===== config.mk =====
export PLATFORM = sky130hd
export DESIGN_NAME = rgbnv_fifo
export DESIGN_NICKNAME = d
export VERILOG_FILES = /design/src/rtl/rgbnv_pkg.sv /design/src/rtl/rgbnv_fifo.sv
export SDC_FILE = /design/constraint.sdc
export NUM_CORES = 1
export LEC_CHECK = 0
export BUFFER_PORTS_ARGS = -buffer_cell sky130_fd_sc_hd__buf_2
export CORE_ASPECT_RATIO = 1.5
export CORE_MARGIN = 4
export CORE_UTILIZATION = 46
export DETAILED_ROUTE_END_ITERATION = 10
export GPL_TIMING_DRIVEN = 0
export PLACE_DENSITY = 0.77
export RECOVER_POWER = 100
export SYNTH_ARGS = -nofsm -noshare
export SYNTH_HDL_FRONTEND = slang
export SYNTH_SLANG_ARGS = --single-unit

===== constraint.sdc =====
create_clock -name i_clk -period 2.7 [get_ports i_clk]
set_input_delay 0.135 -clock i_clk [delete_from_list [all_inputs] [get_ports i_clk]]
set_output_delay 0.135 -clock i_clk [all_outputs]
set_load 0.005 [all_outputs]

===== src/rtl/rgbnv_pkg.sv =====
package rgbnv_pkg;

    localparam int CFG_W     = 13;
    localparam int CFG_IDX_W = 3;

    localparam int DEF_MAX_WIDTH  = 4096;
    localparam int DEF_MAX_HEIGHT = 4096;
    localparam int QUEUE_DEPTH    = 4;

    localparam int COEF_Y_R = 66;
    localparam int COEF_Y_G = 129;
    localparam int COEF_Y_B = 25;
    localparam int COEF_U_R = 38;
    localparam int COEF_U_G = 74;
    localparam int COEF_U_B = 112;
    localparam int COEF_V_R = 112;
    localparam int COEF_V_G = 94;
    localparam int COEF_V_B = 18;
    localparam int ROUND_HALF = 128;
    localparam int LUMA_OFS  = 16;
    // rounding plus the chroma offset of 128 in the pre-shift domain
    localparam int CHROMA_BIAS = 128 + 32768;

    typedef enum logic [CFG_IDX_W-1:0] {
        CFG_ACT_WIDTH  = 3'd0,
        CFG_ACT_HEIGHT = 3'd1,
        CFG_ROW_STRIDE = 3'd2,
        CFG_PLANE_ROWS = 3'd3,
        CFG_BLUE_FIRST = 3'd4
    } t_cfg_idx;

    typedef struct packed {
        logic [CFG_W-1:0] act_width;
        logic [CFG_W-1:0] act_height;
        logic [CFG_W-1:0] row_stride;
        logic [CFG_W-1:0] plane_rows;
        logic             blue_first;
    } t_cfg;

    localparam t_cfg CFG_RESET = '{
        act_width:  13'd1920,
        act_height: 13'd1080,
        row_stride: 13'd1920,
        plane_rows: 13'd1088,
        blue_first: 1'b0
    };

    // classified pixel: channels, block averages and flags
    typedef struct packed {
        logic [7:0] r;
        logic [7:0] g;
        logic [7:0] b;
        logic [7:0] avg_r;
        logic [7:0] avg_g;
        logic [7:0] avg_b;
        logic       chroma_valid;
        logic       frame_end;
    } t_pix_cls;

endpackage


===== src/rtl/rgbnv_fifo.sv =====
module rgbnv_fifo
    import rgbnv_pkg::*;
#(
    parameter int WIDTH = 8,
    parameter int DEPTH = QUEUE_DEPTH
) (
    input  logic             i_clk,
    input  logic             i_rst_n,
    input  logic             i_push,
    input  logic [WIDTH-1:0] i_data,
    output logic             o_full,
    input  logic             i_pop,
    output logic [WIDTH-1:0] o_data,
    output logic             o_empty
);

    localparam int PW = (DEPTH > 1) ? $clog2(DEPTH) : 1;
    localparam int NW = $clog2(DEPTH + 1);

    logic [WIDTH-1:0] r_mem [DEPTH];
    logic [PW-1:0]    r_wr_ptr;
    logic [PW-1:0]    r_rd_ptr;
    logic [NW-1:0]    r_count;
    logic             do_push;
    logic             do_pop;

    assign o_full  = (r_count == NW'(DEPTH));
    assign o_empty = (r_count == '0);
    assign do_push = i_push && !o_full;
    assign do_pop  = i_pop && !o_empty;
    assign o_data  = r_mem[r_rd_ptr];

    always_ff @(posedge i_clk) begin
        if (do_push) begin
            r_mem[r_wr_ptr] <= i_data;
        end
    end

    always_ff @(posedge i_clk) begin
        if (!i_rst_n) begin
            r_wr_ptr <= '0;
            r_rd_ptr <= '0;
            r_count  <= '0;
        end else begin
            if (do_push) begin
                r_wr_ptr <= (r_wr_ptr == PW'(DEPTH - 1)) ? '0 : r_wr_ptr + 1'b1;
            end
            if (do_pop) begin
                r_rd_ptr <= (r_rd_ptr == PW'(DEPTH - 1)) ? '0 : r_rd_ptr + 1'b1;
            end
            if (do_push && !do_pop) begin
                r_count <= r_count + 1'b1;
            end else if (do_pop && !do_push) begin
                r_count <= r_count - 1'b1;
            end
        end
    end

    a_count_bound: assert property (@(posedge i_clk) disable iff (!i_rst_n)
        r_count <= NW'(DEPTH))
        else $error("queue count out of range");

endmodule


==> results.yml, run 1 <==
status:
  status: "finished, final reports clean"
cts:
  cts.hold.buffers_added: 0
  clkSinkCount: 41
  clock_path_buffers: 2
  clock_latency_ns: 0.28
  post_cts_resized: 0
  ctsHtreeMaxLevel: 2
  cts_setup_buffers: 0
  cts-root-buf: "clkbuf_8"
  clkTransAtPathRegs_ns: 0.07
  cts_tree: "built"
  cts_buffers: 5
power:
  ir_drop_v: 0.0004420
  p_leak_nw: 0.6349
  swShare_pct: 27.03
  comb_power_share_pct: 25.4
  power_frac_seq_pct: 51.9
  p_int_w: 0.001164
  cellPowerDensity_nw_per_um2: 864.4
  p_clk_share_pct: 22.7
  power_switching_w: 0.0004312
  p_total_w: 0.001595
drt:
  vias: 847
  drtAntennaViolNets: 0
  drc: 0
  drt_pass1_iterations: 4
  drt_iter0_drc: 16
  drt_wl_total_um: 2511
  wl_per_cell_um: 15.31
  vias_per_cell: 5.165
yosys:
  ys_top_cells_by_area: "edfxtp_1 (59%), dfxtp_1 (11%), mux4_2 (11%)"
  ys_seq_area_share_pct: 69.99
  synth_area_um2: 1630
  yosys_most_used_dff: "edfxtp_1"
  synth_top_cell_area_share_pct: 58.94
  ys_warn_count: 0
  avgSynthCellArea_um2: 17.53
  synth-edff-count: 32
  synth_top_cell_by_area: "edfxtp_1"
  synth_nets: 112
  yosysUniqueCellTypes: 23
  netlist_instances: 93
  async_reset_ff_share_pct: 0
  ys_ff_latch: 41
timing:
  max_slew_margin_pct: 56.28
  setup_violations: 0
  rsz0062_at_grt: "no"
  final.min_clock_period_ns: 2.309
  skew_ns: 0.006515
  final.setup.tns_ns: 0
  max_freq_mhz: 433.1
  worst_pin_slew_ns: 0.6558
  slew_viol_final: 0
  hold_slack_ns: 0.1141
  post-route-period-util_pct: 85.53
  hold_viol: 0
global_route:
  first_global_vias: 862
  grt_max_degree: 13
  grt_antenna_before_repair: 0
  grt_usage_pct: 12.24
  grt-ovfl-total: 0
  grt_pass1_wl_um: 4057
floorplan:
  fp.dieH_um: 80.91
  die_w_um: 56.61
  die-area_um2: 4580
  start_util_pct: 47.73
  rows: 26
  core_area_um2: 3416
  io_pins: 22
setup_path:
  cp_top_family: "adder cells"
  crit_chain: "nor3b_1 > nor2b_1 > clkbuf_1 > ha_1 > inv_1 > fa_1 > xor2_1 > or3_1 > a21boi_0"
  crit_path_start_kind: "register"
  path_buf_inv: 2
  cp_slowest_cell: "dfxtp_1"
  crit_required_ns: 2.90
  end_kind: "register"
  path_max_fanout: 7
  crit_path_max_incr_delay_ns: 0.45
  crit_type: "reg -> reg"
  cp.arrival_ns: 2.51
min_path:
  worst_hold_path_type: "in -> reg"
final_layout:
  final_cell_mix: "edfxtp_1 (32), clkbuf_1 (17), dfxtp_1 (9), buf_2 (9), mux4_2 (8)"
  nNetsFinal: 140
  fillers: 289
  drive_gt1_share_pct: 18.03
  final_common_cell: "edfxtp_1"
  antenna_cells: 0
  final_cells: 164
  finalInstanceArea_um2: 1846
  syn_to_final_growth_pct: 13.20
job:
  maxCapViolCount: 0
place:
  port_buffers: 21
  place_hpwl_um: 1865
  place_congestion: 0.7341
  dp.cells: 156
  placedInstanceArea_um2: 1788
-- sequential cells by signal, indices dropped and copies added (netlist names), named ones only --
| name | flops |
|---|---|
| r_mem | 32 |
| r_count | 3 |
| r_rd_ptr | 2 |
| r_wr_ptr | 2 |
-- final timing paths --
path	from	endpoint	slack, ns	cells past startpoint
hold reg to reg	r_wr_ptr[1]	r_wr_ptr[1]	0.51	2
hold / removal	i_data[3]	r_mem[3][3]	0.11	1
setup / recovery	r_count[0]	r_count[2]	0.39	9
setup reg to reg	r_count[0]	r_count[2]	0.39	9
-- cell type report --
cell class / instances / area [um^2] / area share, %
sequential: 41 / 1141 / 61.83
multi-input combinational: 45 / 455.4 / 24.68
timing repair buffer: 21 / 90.09 / 4.881
clock buffer: 7 / 76.32 / 4.136
tap: 42 / 52.55 / 2.847
buffer: 4 / 15.01 / 0.8136
inverter: 3 / 11.26 / 0.6102
clock inverter: 1 / 3.754 / 0.2034
-- power by group through the flow --
| stage | sequential (W) | combinational (W) | clock [W] |
|---|---|---|---|
| after floorplan | 0.000827 | 0.000293 | 0 |
| after global placement | 0.000833 | 0.000408 | 0 |
| after detailed placement | 0.000845 | 0.000424 | 0 |
| after CTS | 0.000831 | 0.000430 | 0.000369 |
| after global routing | 0.000837 | 0.000454 | 0.000402 |
| final | 0.000828 | 0.000405 | 0.000363 |
-- worst reg2reg max path, stage by stage (launching register included) --
cell and delay [ns]:
dfxtp_1 0.45, nor3b_1 0.10, nor2b_1 0.11, clkbuf_1 0.29, ha_1 0.25, inv_1 0.06, fa_1 0.37, xor2_1 0.16
or3_1 0.30, a21boi_0 0.16
-- kinds of logic (layout without fill, tap and decap cells) --
group                    Yosys count  after routing  share of synthesized area, %
AO/OA/AOI/OAI                      5              5                         1.842
buffers and inverters              7             36                         1.765
multiplexers                      11             11                         12.89
AND/OR/NAND/NOR                   20             20                         6.600
adder cells (fa/ha/maj)            7              7                         5.833
flip-flops                        41             41                         69.99
XOR/XNOR                           2              2                         1.075
-- routing by layer --
metal  track usage (%)  routed length, um
met1             12.29                900
met2             22.57               1398
met3             3.975                167
met4             5.701                 44
met5                 0                  0
-- metrics by stage --
step / worst slack (ns) / utilization [%]
6_report: 0.3908 / 54.03
5_1_grt: 0.2222 / 54.03
4_1_cts: 0.4212 / 54.69
3_5_place_dp: 0.4334 / 52.34
3_3_place_gp: 0.4766 / 52.34
2_1_floorplan: 0.6071 / -
-- Yosys cell counts, drive strengths merged, types with 2 or more instances --
library cell and number:
and2 5, buf 3, dfxtp 9, edfxtp 32, ha 6, inv 3
mux2i 3, mux4 8, nand2 6, nand3 2, nor2 2, nor2b 2
o21ai 3
Note: power is estimated with default switching activity, not from simulation.
==> inputs of run 2 (changes only) <==
CORE_ASPECT_RATIO = 1.25   (was 1.5)
PLACE_DENSITY = 0.8   (was 0.77)
clock period = 1.94 ns   (was 2.7 ns; I/O delays follow)
==> run 2 against run 1 <==
Net effect:
- combinational power rose by 60%
- clock-buffer cell count fell by 2
- largest cell class unchanged
- critical endpoint unchanged
- worst setup slack got worse by 0.42 ns
- the flow now finishes with violations (setup timing)
==> results.yml, run 2 (synthesis results as in run 1) <==
place:
  placedInstanceArea_um2: 1814
  port_buffers: 21
  place_hpwl_um: 1920
  place_congestion: 0.6940
final_layout:
  final_common_cell: "edfxtp_1"
  drive_gt1_share_pct: 32.54
  largestRegisters: "r_mem x32, r_count x3"
  multi_input_area_um2: 489.2
  largest_reg_flops: 32
  final_cell_mix: "edfxtp_1 (32), buf_2 (13), clkbuf_1 (10)"
  syn_to_final_growth_pct: 20.95
  fillers: 254
  antenna_cells: 0
  regMostFlops: "r_mem"
  finalInstanceArea_um2: 1972
  ff_latch_area_um2: 1147
  nNetsFinal: 144
floorplan:
  io_pins: 22
  die_w_um: 61.25
  rows: 23
  fp.dieH_um: 74.56
  start_util_pct: 49.26
  die-area_um2: 4566
  core_area_um2: 3309
timing:
  max_freq_mhz: 508.4
  setup_ws_ns: -0.02687
  setup_violations: 1
  hold_slack_ns: 0.06384
  hold_viol: 0
  post-route-period-util_pct: 101.4
  final.min_clock_period_ns: 1.967
  max_slew_margin_pct: 66.81
  worst_pin_slew_ns: 0.4978
  rsz0062_at_grt: "yes"
  slew_viol_final: 0
  skew_ns: 0.003751
  final.setup.tns_ns: -0.02687
cts:
  clock_path_buffers: 2
  clkSinkCount: 41
  cts_buffers: 5
  cts-root-buf: "clkbuf_8"
  clock_latency_ns: 0.29
  ctsHtreeMaxLevel: 2
  clkTransAtPathRegs_ns: 0.08
  cts_tree: "built"
power:
  cellPowerDensity_nw_per_um2: 1325
  swShare_pct: 25.35
  p_int_w: 0.001951
  p_leak_nw: 0.7091
  ir_drop_v: 0.001021
  power_frac_seq_pct: 44.7
  p_clk_share_pct: 30.5
  power_switching_w: 0.0006625
  comb_power_share_pct: 24.8
drt:
  vias_per_cell: 5.258
  drtAntennaViolNets: 0
  drt_pass1_iterations: 4
  drt_iter0_drc: 33
  drt_wl_total_um: 2753
  vias: 857
  wl_per_cell_um: 16.89
  drc: 0
status:
  status: "finished, violations left"
  violations: "setup timing"
global_route:
  first_global_vias: 942
  grt_antenna_before_repair: 0
  grt_max_degree: 14
  grt-ovfl-total: 0
  grt_pass1_wl_um: 4498
  grt_usage_pct: 14.17
setup_path:
  cp.arrival_ns: 2.18
  crit_required_ns: 2.16
  end_kind: "register"
  crit_path_start_kind: "register"
  reg2reg_from: "r_count[2]"
  path_max_fanout: 3
  crit_path_start: "r_count[2]"
  crit_type: "reg -> reg"
job:
  maxCapViolCount: 0
min_path:
  hp-start: "i_data[2]"
  worst_hold_path_type: "in -> reg"
==> run 2: changes by cell type in the layout (fill, tap and decap cells not counted), moves of 2 or more <==
cell / previous run / this run
dfxtp_1: 9 / 6
and2_1: 0 / 5
dfxtp_2: 0 / 2
bufinv_16: 0 / 2
buf_4: 0 / 5
clkbuf_1: 17 / 10
buf_2: 9 / 13
and2_0: 5 / 0
==> run 2: stage by stage <==
stage               worst slack (ns)  power, W  std cells  util (%)
floorplan                   0.008730  0.001601         93         -
global placement            -0.05552  0.001768        151     54.82
detailed placement           -0.1768  0.001818        151     54.82
CTS                         -0.05098  0.002647        162     59.70
global route                 -0.1281  0.002756        163     59.58
finish                      -0.02687  0.002613        163     59.58
==> run 2: worst max-delay path, cell delays in order, from the launching register on <==
cell and delay [ns]:
dfxtp_4 0.36, nor3b_2 0.16, nor2b_1 0.13, buf_4 0.14, ha_4 0.14, inv_1 0.05, fa_2 0.33, xor2_1 0.16
or3_1 0.31, a21boi_1 0.13
==> run 2: routing by layer <==
metal | share of wire (%) | vias to the layer above | track usage, %
li1 | - | 412 | -
met1 | 38 | 418 | 13.91
met2 | 56 | 21 | 26.47
met3 | 4.8 | 6 | 4.514
met4 | 1.6 | 0 | 5.783
met5 | 0 | - | 0
==> run 2: power groups by stage <==
| stage | Sequential (W) | Combinational (W) | Clock [W] |
|---|---|---|---|
| 2_1_floorplan | 0.00117 | 0.000435 | 0 |
| 3_3_place_gp | 0.00117 | 0.000593 | 0 |
| 3_5_place_dp | 0.00119 | 0.000629 | 0 |
| 4_1_cts | 0.00117 | 0.000666 | 0.000810 |
| 5_1_grt | 0.00118 | 0.000729 | 0.000844 |
| 6_report | 0.00117 | 0.000647 | 0.000797 |
==> run 2: worst paths after layout <==
check                                   end  slack, ns  cells after the start
worst min-delay path            r_mem[1][2]       0.06                      1
worst min register to register  r_wr_ptr[0]       0.55                      2
worst max-delay path             r_count[2]      -0.03                      9
worst max register to register   r_count[2]      -0.03                      9
==> run 2: timing repair <==
| action | CTS | global route |
|---|---|---|
| setup buffers | 3 | 1 |
| resized for setup | 3 | 0 |
| setup endpoints to repair | 1 | 1 |
| pin swaps | 2 | 0 |
| hold buffers | 0 | 0 |
==> run 2: final cells by class <==
cell class	count	area share, %
buffer	4	1.015
clock buffer	5	3.490
clock inverter	3	3.299
inverter	3	0.5711
multi-input combinational	45	24.81
sequential	41	58.19
tap	37	2.348
timing repair buffer	25	6.282
==> inputs of run 3 (changes only) <==
BUFFER_PORTS_ARGS = -buffer_cell sky130_fd_sc_hd__buf_4   (was -buffer_cell sky130_fd_sc_hd__buf_2)
CTS_CLUSTER_SIZE = 30   (was default)
==> run 3 against run 2 <==
Net effect:
- the flow still finishes with violations (setup timing)
- total power fell by 7.1%
- register-to-register slack about the same
- design area rose by 3.2%
- sequential power about the same
- utilization up 1.9 points
- clock skew about the same
- sequential share of layout area shrank 1.7 points
- clock power is 35% lower
- final cell count increased by 4.3%
- combinational power increased by 14%
- die area is the same
- critical endpoint unchanged
- largest power group unchanged
- highest routed layer unchanged
==> results.yml, run 3 (synthesis results as in run 1) <==
status:
  status: "finished, violations left"
  violations: "setup timing"
global_route:
  first_global_vias: 948
  grt_pass1_wl_um: 4402
  grt-ovfl-total: 0
  grt_antenna_before_repair: 0
  grt_usage_pct: 13.82
  grt_max_degree: 13
cts:
  clkSinkCount: 41
  clock_latency_ns: 0.29
  cts-root-buf: "clkbuf_8"
  cts_tree: "built"
  cts_buffers: 5
  clock_path_buffers: 2
  clkTransAtPathRegs_ns: 0.07
  ctsHtreeMaxLevel: 2
drt:
  vias_per_cell: 5.106
  drt_pass1_iterations: 3
  wl_per_cell_um: 15.98
  drc: 0
  vias: 868
  drt_iter0_drc: 25
  drtAntennaViolNets: 0
  drt_wl_total_um: 2717
final_layout:
  largestRegisters: "r_mem x32, r_count x3"
  final_cell_mix: "edfxtp_1 (32), buf_4 (19), clkbuf_1 (10)"
  final_common_cell: "edfxtp_1"
  regMostFlops: "r_mem"
  drive_gt1_share_pct: 33.08
  antenna_cells: 0
  fin_util_pct: 61.47
  nNetsFinal: 151
  syn_to_final_growth_pct: 24.79
  finalInstanceArea_um2: 2034
  largest_reg_flops: 32
power:
  p_total_w: 0.002427
  p_clk_share_pct: 21.3
  p_leak_nw: 0.7286
  comb_power_share_pct: 30.3
  swShare_pct: 27.08
  power_switching_w: 0.0006574
  power_frac_seq_pct: 48.4
  cellPowerDensity_nw_per_um2: 1193
  ir_drop_v: 0.0006484
  p_int_w: 0.001770
timing:
  setup_ws_ns: -0.03055
  post-route-period-util_pct: 101.6
  max_freq_mhz: 507.5
  setup_violations: 1
  rsz0062_at_grt: "yes"
  slew_viol_final: 0
  worst_pin_slew_ns: 0.5022
  final.min_clock_period_ns: 1.971
  hold_viol: 0
  skew_ns: 0.004021
  max_slew_margin_pct: 66.52
floorplan:
  io_pins: 22
  rows: 23
  fp.dieH_um: 74.56
  start_util_pct: 49.26
  die_w_um: 61.25
  core_area_um2: 3309
  die-area_um2: 4566
setup_path:
  timing.rr.end: "r_count[2]"
  path_max_fanout: 5
  reg2reg_from: "r_count[0]"
  crit_path_max_incr_delay_ns: 0.38
  cp.arrival_ns: 2.19
  crit_path_start_kind: "register"
  crit_type: "reg -> reg"
  end_kind: "register"
  crit_path_start: "r_count[0]"
  reg2regPathDepth: 7
  crit_end: "r_count[2]"
  crit_required_ns: 2.16
  r2r_setup_slack_ns: -0.03
  crit_chain: "o31ai_4 > ha_4 > inv_2 > fa_2 > xor2_1 > or3_1 > a21boi_2"
  cp_slowest_cell: "dfxtp_4"
place:
  pre_cts_slack_ns: -0.1223
  place_hpwl_um: 1887
  placedInstanceArea_um2: 1867
  port_buffers: 21
  place_congestion: 0.6570
min_path:
  worst_hold_path_type: "in -> reg"
  min_path_cells: 1
job:
  maxCapViolCount: 0
## run 3: cell types whose count changed in the layout (fill, tap and decap cells not counted), sizes merged
| cell | delta |
|---|---|
| bufinv | -2 |
| clkinv | +1 |
| dlygate4sd3 | +6 |
| buf | +2 |
## run 3: timing repair
item / CTS / global route
setup buffers: 2 / 3
resized for setup: 5 / 2
pin swaps: 2 / 2
setup endpoints to repair: 1 / 1
hold buffers: 1 / 5
endpoints found under the hold margin: 4 / 13
## run 3: how the worst min path moves through the flow
stage | from | to | slack [ns]
detailed placement | i_data[0] | r_mem[1][0] | 0.30
floorplan | i_data[0] | r_mem[0][0] | 0.20
CTS | i_data[1] | r_mem[2][1] | 0.002
global placement | i_data[3] | r_mem[0][3] | 0.30
global route | i_data[7] | r_mem[0][7] | 0.1
finish | i_data[7] | r_mem[3][7] | 0.09
## run 3: critical path: cells and delay by family (launching register included)
| kind | cells | cell delay (ns) |
|---|---|---|
| adders and majority gates | 2 | 0.52 |
| AOI/OAI and AO/OA | 2 | 0.48 |
| and+or+nand+nor | 1 | 0.32 |
| DFF | 1 | 0.38 |
| xor gates and xnor gates | 1 | 0.16 |
| buffers and inverters | 1 | 0.04 |
## run 3: final cells by class
type / instances / area [um^2]
clock inverter: 2 / 10.01
buffer: 4 / 20.02
sequential: 41 / 1150
clock buffer: 6 / 72.57
tap: 37 / 46.29
inverter: 3 / 11.26
multi-input combinational: 45 / 499.2
timing repair buffer: 32 / 225.2
fill: 243 / 1275
## run 3: per-stage QoR
stage / TNS (ns) / cells / hold WS, ns
floorplan: 0 / 93 / 0.1959
global placement: -0.04893 / 151 / 0.2960
detailed placement: -0.1223 / 151 / 0.3027
CTS: 0 / 162 / 0.002068
global route: -0.1130 / 170 / 0.09942
finish: -0.03055 / 170 / 0.08960
## run 3: power groups by stage
stage	Combinational (W)	Clock, W	Sequential (W)
CTS	0.000717	0.000534	0.00118
global placement	0.000657	0	0.00117
detailed placement	0.000683	0	0.00119
finish	0.000735	0.000517	0.00118
floorplan	0.000435	0	0.00117
global route	0.000817	0.000582	0.00119
## run 3: metal layers
metal / global-route usage (%) / vias to the layer above / routed length [um] / share of wire (%)
met5: 0 / - / 0 / 0
met1: 15.07 / 419 / 1039 / 38
li1: - / 425 / - / -
met4: 5.060 / 0 / 38 / 1.4
met2: 24.00 / 20 / 1499 / 55
met3: 5.208 / 4 / 140 / 5.2
