==> config.mk <==
export PLATFORM = sky130hd
export DESIGN_NAME = rgbnv_back
export DESIGN_NICKNAME = d
export VERILOG_FILES = /design/src/rtl/rgbnv_pkg.sv /design/src/rtl/rgbnv_back.sv
export SDC_FILE = /design/constraint.sdc
export NUM_CORES = 1
export LEC_CHECK = 0
export BUFFER_PORTS_ARGS = -buffer_cell sky130_fd_sc_hd__clkbuf_2
export CAP_MARGIN = 20
export CORE_ASPECT_RATIO = 0.7
export CORE_MARGIN = 2
export CORE_UTILIZATION = 50
export DETAILED_ROUTE_END_ITERATION = 16
export PLACE_DENSITY = 0.69
export SLEW_MARGIN = 20
export SYNTH_ARGS = -nofsm -noshare
export SYNTH_HDL_FRONTEND = slang
export SYNTH_SLANG_ARGS = --single-unit
==> constraint.sdc <==
create_clock -name i_clk -period 12.3 [get_ports i_clk]
set_input_delay 1.845 -clock i_clk [delete_from_list [all_inputs] [get_ports i_clk]]
set_output_delay 1.845 -clock i_clk [all_outputs]
set_load 0.05 [all_outputs]
==> src/rtl/rgbnv_pkg.sv <==
package rgbnv_pkg;

    localparam int CFG_W     = 13;
    localparam int CFG_IDX_W = 3;

    localparam int DEF_MAX_WIDTH  = 4096;
    localparam int DEF_MAX_HEIGHT = 4096;
    localparam int QUEUE_DEPTH    = 4;

    localparam int COEF_Y_R = 66;
    localparam int COEF_Y_G = 129;
    localparam int COEF_Y_B = 25;
    localparam int COEF_U_R = 38;
    localparam int COEF_U_G = 74;
    localparam int COEF_U_B = 112;
    localparam int COEF_V_R = 112;
    localparam int COEF_V_G = 94;
    localparam int COEF_V_B = 18;
    localparam int ROUND_HALF = 128;
    localparam int LUMA_OFS  = 16;
    // rounding plus the chroma offset of 128 in the pre-shift domain
    localparam int CHROMA_BIAS = 128 + 32768;

    typedef enum logic [CFG_IDX_W-1:0] {
        CFG_ACT_WIDTH  = 3'd0,
        CFG_ACT_HEIGHT = 3'd1,
        CFG_ROW_STRIDE = 3'd2,
        CFG_PLANE_ROWS = 3'd3,
        CFG_BLUE_FIRST = 3'd4
    } t_cfg_idx;

    typedef struct packed {
        logic [CFG_W-1:0] act_width;
        logic [CFG_W-1:0] act_height;
        logic [CFG_W-1:0] row_stride;
        logic [CFG_W-1:0] plane_rows;
        logic             blue_first;
    } t_cfg;

    localparam t_cfg CFG_RESET = '{
        act_width:  13'd1920,
        act_height: 13'd1080,
        row_stride: 13'd1920,
        plane_rows: 13'd1088,
        blue_first: 1'b0
    };

    // classified pixel: channels, block averages and flags
    typedef struct packed {
        logic [7:0] r;
        logic [7:0] g;
        logic [7:0] b;
        logic [7:0] avg_r;
        logic [7:0] avg_g;
        logic [7:0] avg_b;
        logic       chroma_valid;
        logic       frame_end;
    } t_pix_cls;

endpackage

==> src/rtl/rgbnv_back.sv <==
module rgbnv_back
    import rgbnv_pkg::*;
#(
    parameter int MAX_WIDTH  = DEF_MAX_WIDTH,
    parameter int MAX_HEIGHT = DEF_MAX_HEIGHT,
    localparam int CW = ($clog2(MAX_WIDTH) < 2) ? 2 : $clog2(MAX_WIDTH),
    localparam int RW = ($clog2(MAX_HEIGHT) < 2) ? 2 : $clog2(MAX_HEIGHT)
) (
    input  logic          i_clk,
    input  logic          i_rst_n,
    input  t_cfg          i_cfg,
    input  logic          i_valid,
    output logic          o_take,
    input  logic [CW-1:0] i_col,
    input  logic [RW-1:0] i_row,
    input  t_pix_cls      i_cls,
    output logic          o_empty,
    input  logic          i_pop,
    output logic [23:0]   o_luma_addr,
    output logic [7:0]    o_luma_val,
    output logic          o_chroma_valid,
    output logic [24:0]   o_chroma_addr,
    output logic [7:0]    o_u_val,
    output logic [7:0]    o_v_val,
    output logic          o_frame_end
);

    localparam int LPW = RW + CFG_W;
    localparam int CBW = CFG_W + 1;
    localparam int CPW = CBW + CFG_W;

    logic          b1_ready, b2_ready;

    logic [LPW-1:0] l_prod;
    logic [15:0]    y_sum, u_sum, v_sum;

    logic           r_b1_vld;
    logic [CW-1:0]  r_b1_col;
    logic [RW-1:0]  r_b1_row;
    logic [23:0]    r_b1_luma_addr;
    logic [7:0]     r_b1_y;
    logic [7:0]     r_b1_u_val;
    logic [7:0]     r_b1_v_val;
    logic           r_b1_cvalid;
    logic           r_b1_fend;

    logic [CBW-1:0] c_base;
    logic [CPW-1:0] c_prod;
    logic [24:0]    c_addr;

    logic           r_b2_vld;
    logic [23:0]    r_b2_luma_addr;
    logic [7:0]     r_b2_luma_val;
    logic           r_b2_cvalid;
    logic [24:0]    r_b2_chroma_addr;
    logic [7:0]     r_b2_u_val;
    logic [7:0]     r_b2_v_val;
    logic           r_b2_fend;

    assign b2_ready = !r_b2_vld || i_pop;
    assign b1_ready = !r_b1_vld || b2_ready;
    assign o_take   = i_valid && b1_ready;
    assign o_empty  = !r_b2_vld;

    assign l_prod = LPW'(i_row) * LPW'(i_cfg.row_stride);

    // sums stay within 0..65535, so 16-bit wrap arithmetic is exact
    assign y_sum = 16'(COEF_Y_R) * 16'(i_cls.r) + 16'(COEF_Y_G) * 16'(i_cls.g)
                 + 16'(COEF_Y_B) * 16'(i_cls.b) + 16'(ROUND_HALF);
    assign u_sum = 16'(COEF_U_B) * 16'(i_cls.avg_b) + 16'(CHROMA_BIAS)
                 - 16'(COEF_U_R) * 16'(i_cls.avg_r) - 16'(COEF_U_G) * 16'(i_cls.avg_g);
    assign v_sum = 16'(COEF_V_R) * 16'(i_cls.avg_r) + 16'(CHROMA_BIAS)
                 - 16'(COEF_V_G) * 16'(i_cls.avg_g) - 16'(COEF_V_B) * 16'(i_cls.avg_b);

    assign c_base = CBW'(i_cfg.plane_rows) + CBW'(r_b1_row >> 1);
    assign c_prod = CPW'(c_base) * CPW'(i_cfg.row_stride);
    assign c_addr = 25'(c_prod) + 25'({r_b1_col[CW-1:1], 1'b0});

    always_ff @(posedge i_clk) begin
        if (!i_rst_n) begin
            r_b1_vld <= 1'b0;
            r_b2_vld <= 1'b0;
        end else begin
            if (b1_ready) begin
                r_b1_vld <= i_valid;
            end
            if (b2_ready) begin
                r_b2_vld <= r_b1_vld;
            end
        end
    end

    always_ff @(posedge i_clk) begin
        if (o_take) begin
            r_b1_col       <= i_col;
            r_b1_row       <= i_row;
            r_b1_luma_addr <= 24'(l_prod) + 24'(i_col);
            r_b1_y         <= y_sum[15:8] + 8'(LUMA_OFS);
            r_b1_u_val     <= i_cls.chroma_valid ? u_sum[15:8] : '0;
            r_b1_v_val     <= i_cls.chroma_valid ? v_sum[15:8] : '0;
            r_b1_cvalid    <= i_cls.chroma_valid;
            r_b1_fend      <= i_cls.frame_end;
        end
        if (r_b1_vld && b2_ready) begin
            r_b2_luma_addr   <= r_b1_luma_addr;
            r_b2_luma_val    <= r_b1_y;
            r_b2_cvalid      <= r_b1_cvalid;
            r_b2_chroma_addr <= r_b1_cvalid ? c_addr : '0;
            r_b2_u_val       <= r_b1_u_val;
            r_b2_v_val       <= r_b1_v_val;
            r_b2_fend        <= r_b1_fend;
        end
    end

    assign o_luma_addr    = r_b2_luma_addr;
    assign o_luma_val     = r_b2_luma_val;
    assign o_chroma_valid = r_b2_cvalid;
    assign o_chroma_addr  = r_b2_chroma_addr;
    assign o_u_val        = r_b2_u_val;
    assign o_v_val        = r_b2_v_val;
    assign o_frame_end    = r_b2_fend;

    a_stage_hold: assert property (@(posedge i_clk) disable iff (!i_rst_n)
        r_b1_vld && !b2_ready |=> r_b1_vld)
        else $error("stalled stage lost its item");

    a_end_has_chroma: assert property (@(posedge i_clk) disable iff (!i_rst_n)
        !o_empty && r_b2_fend |-> r_b2_cvalid)
        else $error("last pixel of frame without chroma");

endmodule

==> impl_metrics.ini, run 1 <==
[yosys]
synth-seq-cells = 149
syn_nets = 3212
synth_largest_area_cell = fa_1
syn_inst = 2352
ys_types = 57
synth_seq_area_share_pct = 18.8
synthArstFlopShare_pct = 0
syn_area_sq_um = 23700
synth_common_cells = 489 x inv_1, 382 x ha_1, 347 x fa_1
yosys.area.top_type_share_pct = 29.3
yosysWarnings = 0
synth_ff_type = edfxtp_1
synth_edf_count = 147
netlist_top_cells_area = fa_1 29%, ha_1 20%, edfxtp_1 19%
yosysMostFrequentCell = inv_1
syn_avg_cell_area_sq_um = 10.1

[drt]
drt-wirelength-per-cell_microns = 17.4
vias = 16500
vias_per_cell = 5.27
antenna_left = 0
route.detailed.drc = 0
wirelength_mm = 54.6
drtPass1Iterations = 5
drt_iter0_markers = 1030

[floorplanning]
core_sq_um = 46600
start_util_pct = 50.8
die_y_microns = 186
die_w_microns = 264
pin_count = 208
rows = 66
dieArea_sq_um = 49100

[job]
cap_violations = 0

[sta]
worst_slew_pin_slew_ns = 1.02
final-max-slew-violation-count = 0
clock_skew_ns = 0.0302
max_freq_mhz = 109
setup_viol = 0
layout_min_cycle_time_ns = 9.15
hold_violations = 0
grt_setup_unrepaired = false
slew_headroom_pct = 32.2
tns_ns = 0
period_share_pct = 74.4

[grt]
grt_pass1_vias = 17400
overflow = 0
track_usage_pct = 23.7
grt_antenna_before_repair = 9
grt_max_degree = 58
grt_pass1_wl_mm = 90.7

[setup_path]
cp_common_cell = fa_1
crit_required_ns = 12.53
r2r-start = r_b1_row[1]
start_kind = primary input
crit_path_end_kind = register
path_buf_inv = 3
r2r-end = o_chroma_addr[24]
crit_family = adder cells
worstPathArrival_ns = 9.38
critPathSlowestCell = a311o_1
worstSetupPathType = in -> reg
r2r_cells = 25
critPathMaxStageDelay_ns = 0.58
cp_max_fo = 12
timing.reg2reg.setup_slack_ns = 4.28

[worst_hold_path]
holdPathEnd = o_luma_addr[1]
hp-class = reg -> reg
whs_path_depth = 0
holdCritStartpoint = r_b1_luma_addr[1]

[place]
dpl.hpwl_mm = 45.0
io_buffer_count = 180
gp_congestion = 0.889

[clock_network]
path_clk_slew_ns = 0.10
holdBufCountCts = 0
post_cts_buffers = 0
clock_latency_ns = 0.48
cts_made_buffers = 17
clockBufferDepth = 2
root_buffer = clkbuf_16
cts_max_level = 4
cts.sinks = 149
cts-resized-gates = 0
cts_tree = done

[status]
status = complete, no violations

[layout]
synthToLayoutAreaGrowth_pct = 9.28
fin_nets = 3366
drive_gt1_share_pct = 9.25
==> cell type report <==
cell class | count | area, sq um
sequential | 149 | 4450
clock inverter | 15 | 179
clock buffer | 17 | 425
fill | 4044 | 20700
tap | 612 | 766
timing repair buffer | 193 | 998
antenna | 8 | 20.0
inverter | 489 | 1840
multi-input combinational | 1656 | 17200
==> worst max path at each step <==
stage	from	endpoint	slack (ns)	depth (start not counted)
final	i_cfg[1]	o_chroma_addr[24]	3.15	26
after global routing	i_cfg[1]	o_chroma_addr[24]	2.59	26
after CTS	i_cfg[1]	o_chroma_addr[24]	3.06	28
after detailed placement	i_cfg[1]	o_chroma_addr[24]	2.56	28
after global placement	i_cfg[1]	o_chroma_addr[24]	2.65	28
after floorplan	i_pop	o_take	2.23	2
==> through the flow <==
step	cells	hold WS, ns	cell area (sq um)	util (%)	setup WS, ns
after floorplan	2352	0.400	23700	-	2.23
after global placement	3099	0.401	25200	54.2	2.65
after detailed placement	3099	0.405	25200	54.2	2.56
after CTS	3131	0.398	25800	55.5	3.06
after global routing	3139	0.403	25900	55.5	2.59
final	3139	0.401	25900	55.5	3.15
==> logic make-up (layout without fill, tap and decap cells) <==
kind of cell / count (synthesis) / count (layout) / share of synthesized area [%]
mux: 3 / 3 / 0.127
xor+xnor: 108 / 108 / 4.00
simple gates: 572 / 572 / 12.0
flops: 149 / 149 / 18.8
other cells: 0 / 8 / 0
buf+inv: 547 / 714 / 8.68
fa+ha+maj: 729 / 729 / 49.5
compound gates: 244 / 244 / 6.81
==> per-layer routing <==
metal | vias up | wire length (microns) | GRT usage (%)
met1 | 8189 | 26100 | 34.2
li1 | 7853 | - | -
met3 | 63 | 3210 | 3.82
met4 | 0 | 1010 | 7.07
met2 | 435 | 24300 | 36.7
met5 | - | 0 | 0
==> registers in the layout, indices dropped and copies added (netlist names), 11 cells and up <==
register and cells:
o_chroma_addr 25, o_luma_addr 24, r_b1_luma_addr 24, r_b1_col 11, r_b1_row 11
==> worst reg2reg max path, cell delays in order (launching register included) <==
cell	delay, ns
edfxtp_1	0.37
ha_1	0.21
inv_1	0.07
fa_1	0.21
nor2b_1	0.07
o31a_1	0.28
o41a_1	0.39
a2111oi_0	0.55
a311o_1	0.58
nand2_1	0.16
fa_1	0.49
fa_1	0.51
inv_1	0.05
fa_1	0.46
fa_1	0.52
fa_1	0.49
ha_1	0.31
ha_1	0.39
a21o_1	0.23
a21o_1	0.17
a21oi_1	0.22
a31oi_1	0.11
a211oi_1	0.58
o21ai_0	0.20
nand2_1	0.10
mux2i_1	0.08
==> layout by cell type (no fill, tap or decap), types with 7 or more instances in the layout <==
cell	count
nand3_1	19
nor2b_1	25
o311ai_0	7
xnor2_1	79
clkbuf_2	180
nor3b_1	7
xor2_1	28
nand2b_1	19
o21a_1	18
diode_2	8
o21bai_1	22
and3_1	8
fa_1	347
clkbuf_16	17
inv_1	489
nor3_1	26
a21oi_1	66
nand2_1	224
a31oi_1	8
and2_1	149
a21o_1	32
edfxtp_1	147
nor2_1	62
o211ai_1	7
o21ai_0	35
or3_1	9
buf_4	13
ha_1	382
a211oi_1	11
Power of run 1 is left out: the tool's default activity adds up to more than one toggle a clock period on the data nets, which glitch-free logic cannot reach.
==> inputs of run 2 (changes only) <==
Settings changed: ABC_AREA set to 1.
Clock period 12.3 ns to 9.5 ns, I/O delays scaled along.
==> impl_metrics.ini, run 2 <==
[clock_network]
post_cts_buffers = 0
cts.sinks = 149
root_buffer = clkbuf_16
cts-resized-gates = 0
cts_tree = done
clock_latency_ns = 0.48
clockBufferDepth = 2
path_clk_slew_ns = 0.07
cts_max_level = 4
cts_made_buffers = 17
holdBufCountCts = 0

[layout]
final_cell_area_sq_um = 26300
final_common_cell = inv_1
synthToLayoutAreaGrowth_pct = 8.71
fillers = 4252
ff_latch_area_sq_um = 4450
instances_no_fill = 3487
largest_reg_flops = 25
layout_common_cells = 653 x inv_1, 491 x nand2_1, 382 x ha_1
fin_nets = 3709
drive_gt1_share_pct = 8.39
multi_input_area_sq_um = 17100

[floorplanning]
die_w_microns = 267
pin_count = 208
core_sq_um = 47800
start_util_pct = 50.5
dieArea_sq_um = 50100
rows = 67
die_y_microns = 188

[status]
status = complete, no violations

[yosys]
synth_seq_area_share_pct = 18.4
synth_common_cells = 654 x inv_1, 491 x nand2_1, 382 x ha_1
synthAdderAreaFrac_pct = 48.5
yosysMostFrequentCell = inv_1
synth_mux_area_share_pct = 0
ys_types = 47
synth_largest_area_cell = fa_1
synth_edf_count = 147
synthSimpleGateAreaFrac_pct = 12.5
synth_ff_type = edfxtp_1
syn_avg_cell_area_sq_um = 8.96
yosysWarnings = 0
synth_top_family_by_area = adder cells
yosys.area.top_type_share_pct = 28.8
synthArstFlopShare_pct = 0
synth_compound_area_share_pct = 5.96
synth-seq-cells = 149
synth_xor_area_share_pct = 3.50
syn_area_sq_um = 24200
syn_nets = 3556
syn_inst = 2696
netlist_top_cells_area = fa_1 29%, ha_1 20%, edfxtp_1 18%

[setup_path]
timing.reg2reg.setup_slack_ns = 2.15
start_kind = primary input
crit_path_end_kind = register
cp_max_fo = 8
crit_required_ns = 9.73
worstSetupPathType = in -> reg
worstPathArrival_ns = 8.30

[grt]
use_met1_pct = 36.0
grt_max_degree = 76
grt_util_met2_pct = 38.1
grt_antenna_before_repair = 5
grt_pass1_wl_mm = 96.6
track_usage_pct = 24.8
overflow = 0
grt_pass1_vias = 18700
top_usage_layer = met2
grt_util_met3_pct = 5.10

[sta]
grt_setup_unrepaired = false
slew_headroom_pct = 45.5
hold_violations = 0
max_freq_mhz = 124
setup_viol = 0
tns_ns = 0
clock_skew_ns = 0.0216
layout_min_cycle_time_ns = 8.07
worst_slew_pin_slew_ns = 0.818
period_share_pct = 85.0
final-max-slew-violation-count = 0

[drt]
vias_per_cell = 5.22
antenna_left = 0
drt-wirelength-per-cell_microns = 17.0
wirelength_mm = 59.3
drtPass1Iterations = 5
drt_iter0_markers = 1548
route.detailed.drc = 0
vias = 18200

[job]
cap_violations = 0

[place]
placed_cell_area_sq_um = 25700
placed_cells = 3451
io_buffer_count = 180
gp_congestion = 0.939
dpl.hpwl_mm = 49.2

[worst_hold_path]
hp-class = reg -> reg
run 2: cell count changes after synthesis, sizes merged, moves of 45 or more:
cell,before,now
nand2,224,499
and2,149,2
nor2,62,171
xnor2,80,35
a21oi,66,150
inv,489,655
run 2: layout make-up:
class	count	share of cell area, %
Multi-Input combinational cell	1841	64.9
Sequential cell	149	17.0
Inverter	656	9.38
Timing Repair Buffer	184	3.56
Tap cell	621	2.96
Clock buffer	17	1.62
Clock inverter	15	0.538
Antenna cell	4	0.0381
run 2: kinds of logic (layout without fill, tap and decap cells):
logic type	Yosys count	after routing
compound gates	261	261
xor+xnor	93	93
fa+ha+maj	729	729
buf+inv	706	872
flops	149	149
other cells	0	4
simple gates	758	758
run 2: path summary, 6_finish.rpt:
kind	endpoint	startpoint	cells after the start
max	o_chroma_addr[20]	i_cfg[1]	27
max reg2reg	o_chroma_addr[20]	r_b1_row[1]	26
min	o_u_val[5]	r_b1_u_val[5]	0
min reg2reg	o_u_val[5]	r_b1_u_val[5]	0
run 2: layer usage:
metal | vias to the layer above | wire [microns] | part of all wire [%]
met3 | 86 | 4210 | 7.1
met4 | 0 | 1190 | 2.0
met5 | - | 0 | 0
met1 | 8857 | 27700 | 47
li1 | 8645 | - | -
met2 | 601 | 26200 | 44
run 2: critical path: stages:
cell,delay (ns)
clkbuf_2,0.10
ha_1,0.18
inv_1,0.08
fa_1,0.42
o21ai_2,0.29
a21oi_1,0.15
xnor2_1,0.47
inv_1,0.34
nor2_1,0.21
fa_1,0.44
inv_1,0.08
fa_1,0.42
inv_1,0.09
fa_1,0.46
fa_1,0.53
fa_1,0.50
inv_1,0.05
fa_1,0.47
inv_1,0.04
ha_1,0.34
a21oi_1,0.23
o21ai_0,0.15
a21oi_1,0.23
o21ai_0,0.23
a21o_1,0.23
nor2_1,0.10
nor2_1,0.06
run 2: metrics by stage:
| step | util [%] | hold slack [ns] | setup slack [ns] |
|---|---|---|---|
| floorplan | - | 0.400 | 2.10 |
| global placement | 53.7 | 0.402 | 1.20 |
| detailed placement | 53.7 | 0.405 | 1.07 |
| CTS | 54.9 | 0.414 | 1.57 |
| global route | 54.9 | 0.418 | 1.11 |
| finish | 54.9 | 0.415 | 1.43 |
Power of run 2 is left out for the same reason.
==> inputs of run 3 (changes only) <==
Settings changed: PLACE_DENSITY 0.69 to 0.71.
Clock period 9.5 ns to 6.6 ns, I/O delays scaled along.
==> impl_metrics.ini, run 3 (synthesized netlist as in run 2, its figures left out) <==
[status]
violations = setup timing
status = finished with violations

[floorplanning]
core_sq_um = 47800
start_util_pct = 50.5
die_w_microns = 267
die_y_microns = 188
rows = 67
dieArea_sq_um = 50100
pin_count = 208

[sta]
worst_slew_pin_slew_ns = 0.806
layout_min_cycle_time_ns = 6.62
hold_violations = 0
period_share_pct = 100
clock_skew_ns = 0.0136
setup_viol = 1
max_freq_mhz = 151
setup_slack_ns = -0.0176
grt_setup_unrepaired = true
final-max-slew-violation-count = 0
slew_headroom_pct = 46.3

[drt]
vias = 18800
wirelength_mm = 62.1
vias_per_cell = 5.16
drtPass1Iterations = 5
drt-wirelength-per-cell_microns = 17.0
drt_iter0_markers = 1400
route.detailed.drc = 0
antenna_left = 0

[setup_path]
critPathMaxStageDelay_ns = 0.56
critPathSlowestCell = fa_1
cp_max_fo = 4
cp_common_cell = fa_1
crit_path_start = i_cfg[2]
crit_required_ns = 6.82
worstPathArrival_ns = 6.84
start_kind = primary input
crit_path_end_kind = register
worstSetupPathType = in -> reg
r2r-start = r_b1_row[3]

[place]
io_buffer_count = 180
dpl.hpwl_mm = 52.1
placed_cells = 3594
gp_congestion = 0.929

[layout]
drive_gt1_share_pct = 17.4
synthToLayoutAreaGrowth_pct = 16.9
layout_common_cells = 634 x inv_1, 475 x nand2_1, 362 x ha_1
instances_no_fill = 3645
fin_nets = 3870
final_common_cell = inv_1
largest_reg_flops = 25

[clock_network]
cts_made_buffers = 17
clock_latency_ns = 0.47
cts_max_level = 4
root_buffer = clkbuf_16
cts.sinks = 149
holdBufCountCts = 0
path_clk_slew_ns = 0.07
clockBufferDepth = 2
cts_tree = done

[grt]
grt_pass1_wl_mm = 101
grt_util_met2_pct = 39.1
track_usage_pct = 25.8
grt_max_degree = 52
grt_util_met3_pct = 4.10
top_usage_layer = met2
grt_antenna_before_repair = 2
grt_pass1_vias = 19500
overflow = 0
use_met1_pct = 38.8

[worst_hold_path]
hp-class = reg -> reg
holdCritStartpoint = r_b1_luma_addr[2]

[job]
cap_violations = 0
==> run 3: layout make-up <==
type                       instances  area, sq um
antenna                            1         2.50
clock buffer                      18          429
clock inverter                    14          163
fill                            4147        19500
inverter                         656         2470
multi-input combinational       1841        17700
sequential                       149         4450
tap                              621          777
timing repair buffer             345         2220
==> run 3: path summary, 6_finish.rpt <==
check                           slack [ns]           endpoint  cells after the start
worst max register to register        0.16  o_chroma_addr[21]                     32
worst min register to register        0.42     o_luma_addr[2]                      0
worst max-delay path                 -0.02  o_chroma_addr[21]                     33
worst min-delay path                  0.42     o_luma_addr[2]                      0
==> run 3: layer usage <==
metal | up-vias | wire length (microns)
met5 | - | 0
met4 | 0 | 1100
met3 | 69 | 3970
met1 | 9168 | 29700
li1 | 8982 | -
met2 | 593 | 27300
==> run 3: critical path: cells and delay by family <==
| family | cells | cell delay [ns] |
|---|---|---|
| and+or+nand+nor | 15 | 1.21 |
| AOI/OAI and AO/OA | 1 | 0.22 |
| xor gates and xnor gates | 1 | 0.21 |
| buffers and inverters | 8 | 0.60 |
| adders and majority gates | 8 | 3.57 |
==> run 3: per-stage QoR <==
stage          hold slack (ns)  area (sq um)   TNS, ns  utilization (%)  worst slack, ns
6_report                 0.419         28200   -0.0176             59.1          -0.0176
5_1_grt                  0.427         28200     -1.84             59.1           -0.240
2_1_floorplan            0.400         24300    -0.172                -          -0.0920
4_1_cts                  0.415         27700  -0.00361             58.1         -0.00361
3_5_place_dp             0.405         26900     -8.48             56.4           -0.656
3_3_place_gp             0.402         26900     -7.23             56.4           -0.565
==> run 3: timing repair <==
item / CTS / global route
buffers inserted: 9 / 9
setup endpoints to repair: 9 / 16
pin swaps: 17 / 50
gates resized for setup: 25 / 104
Power of run 3 is left out for the same reason.
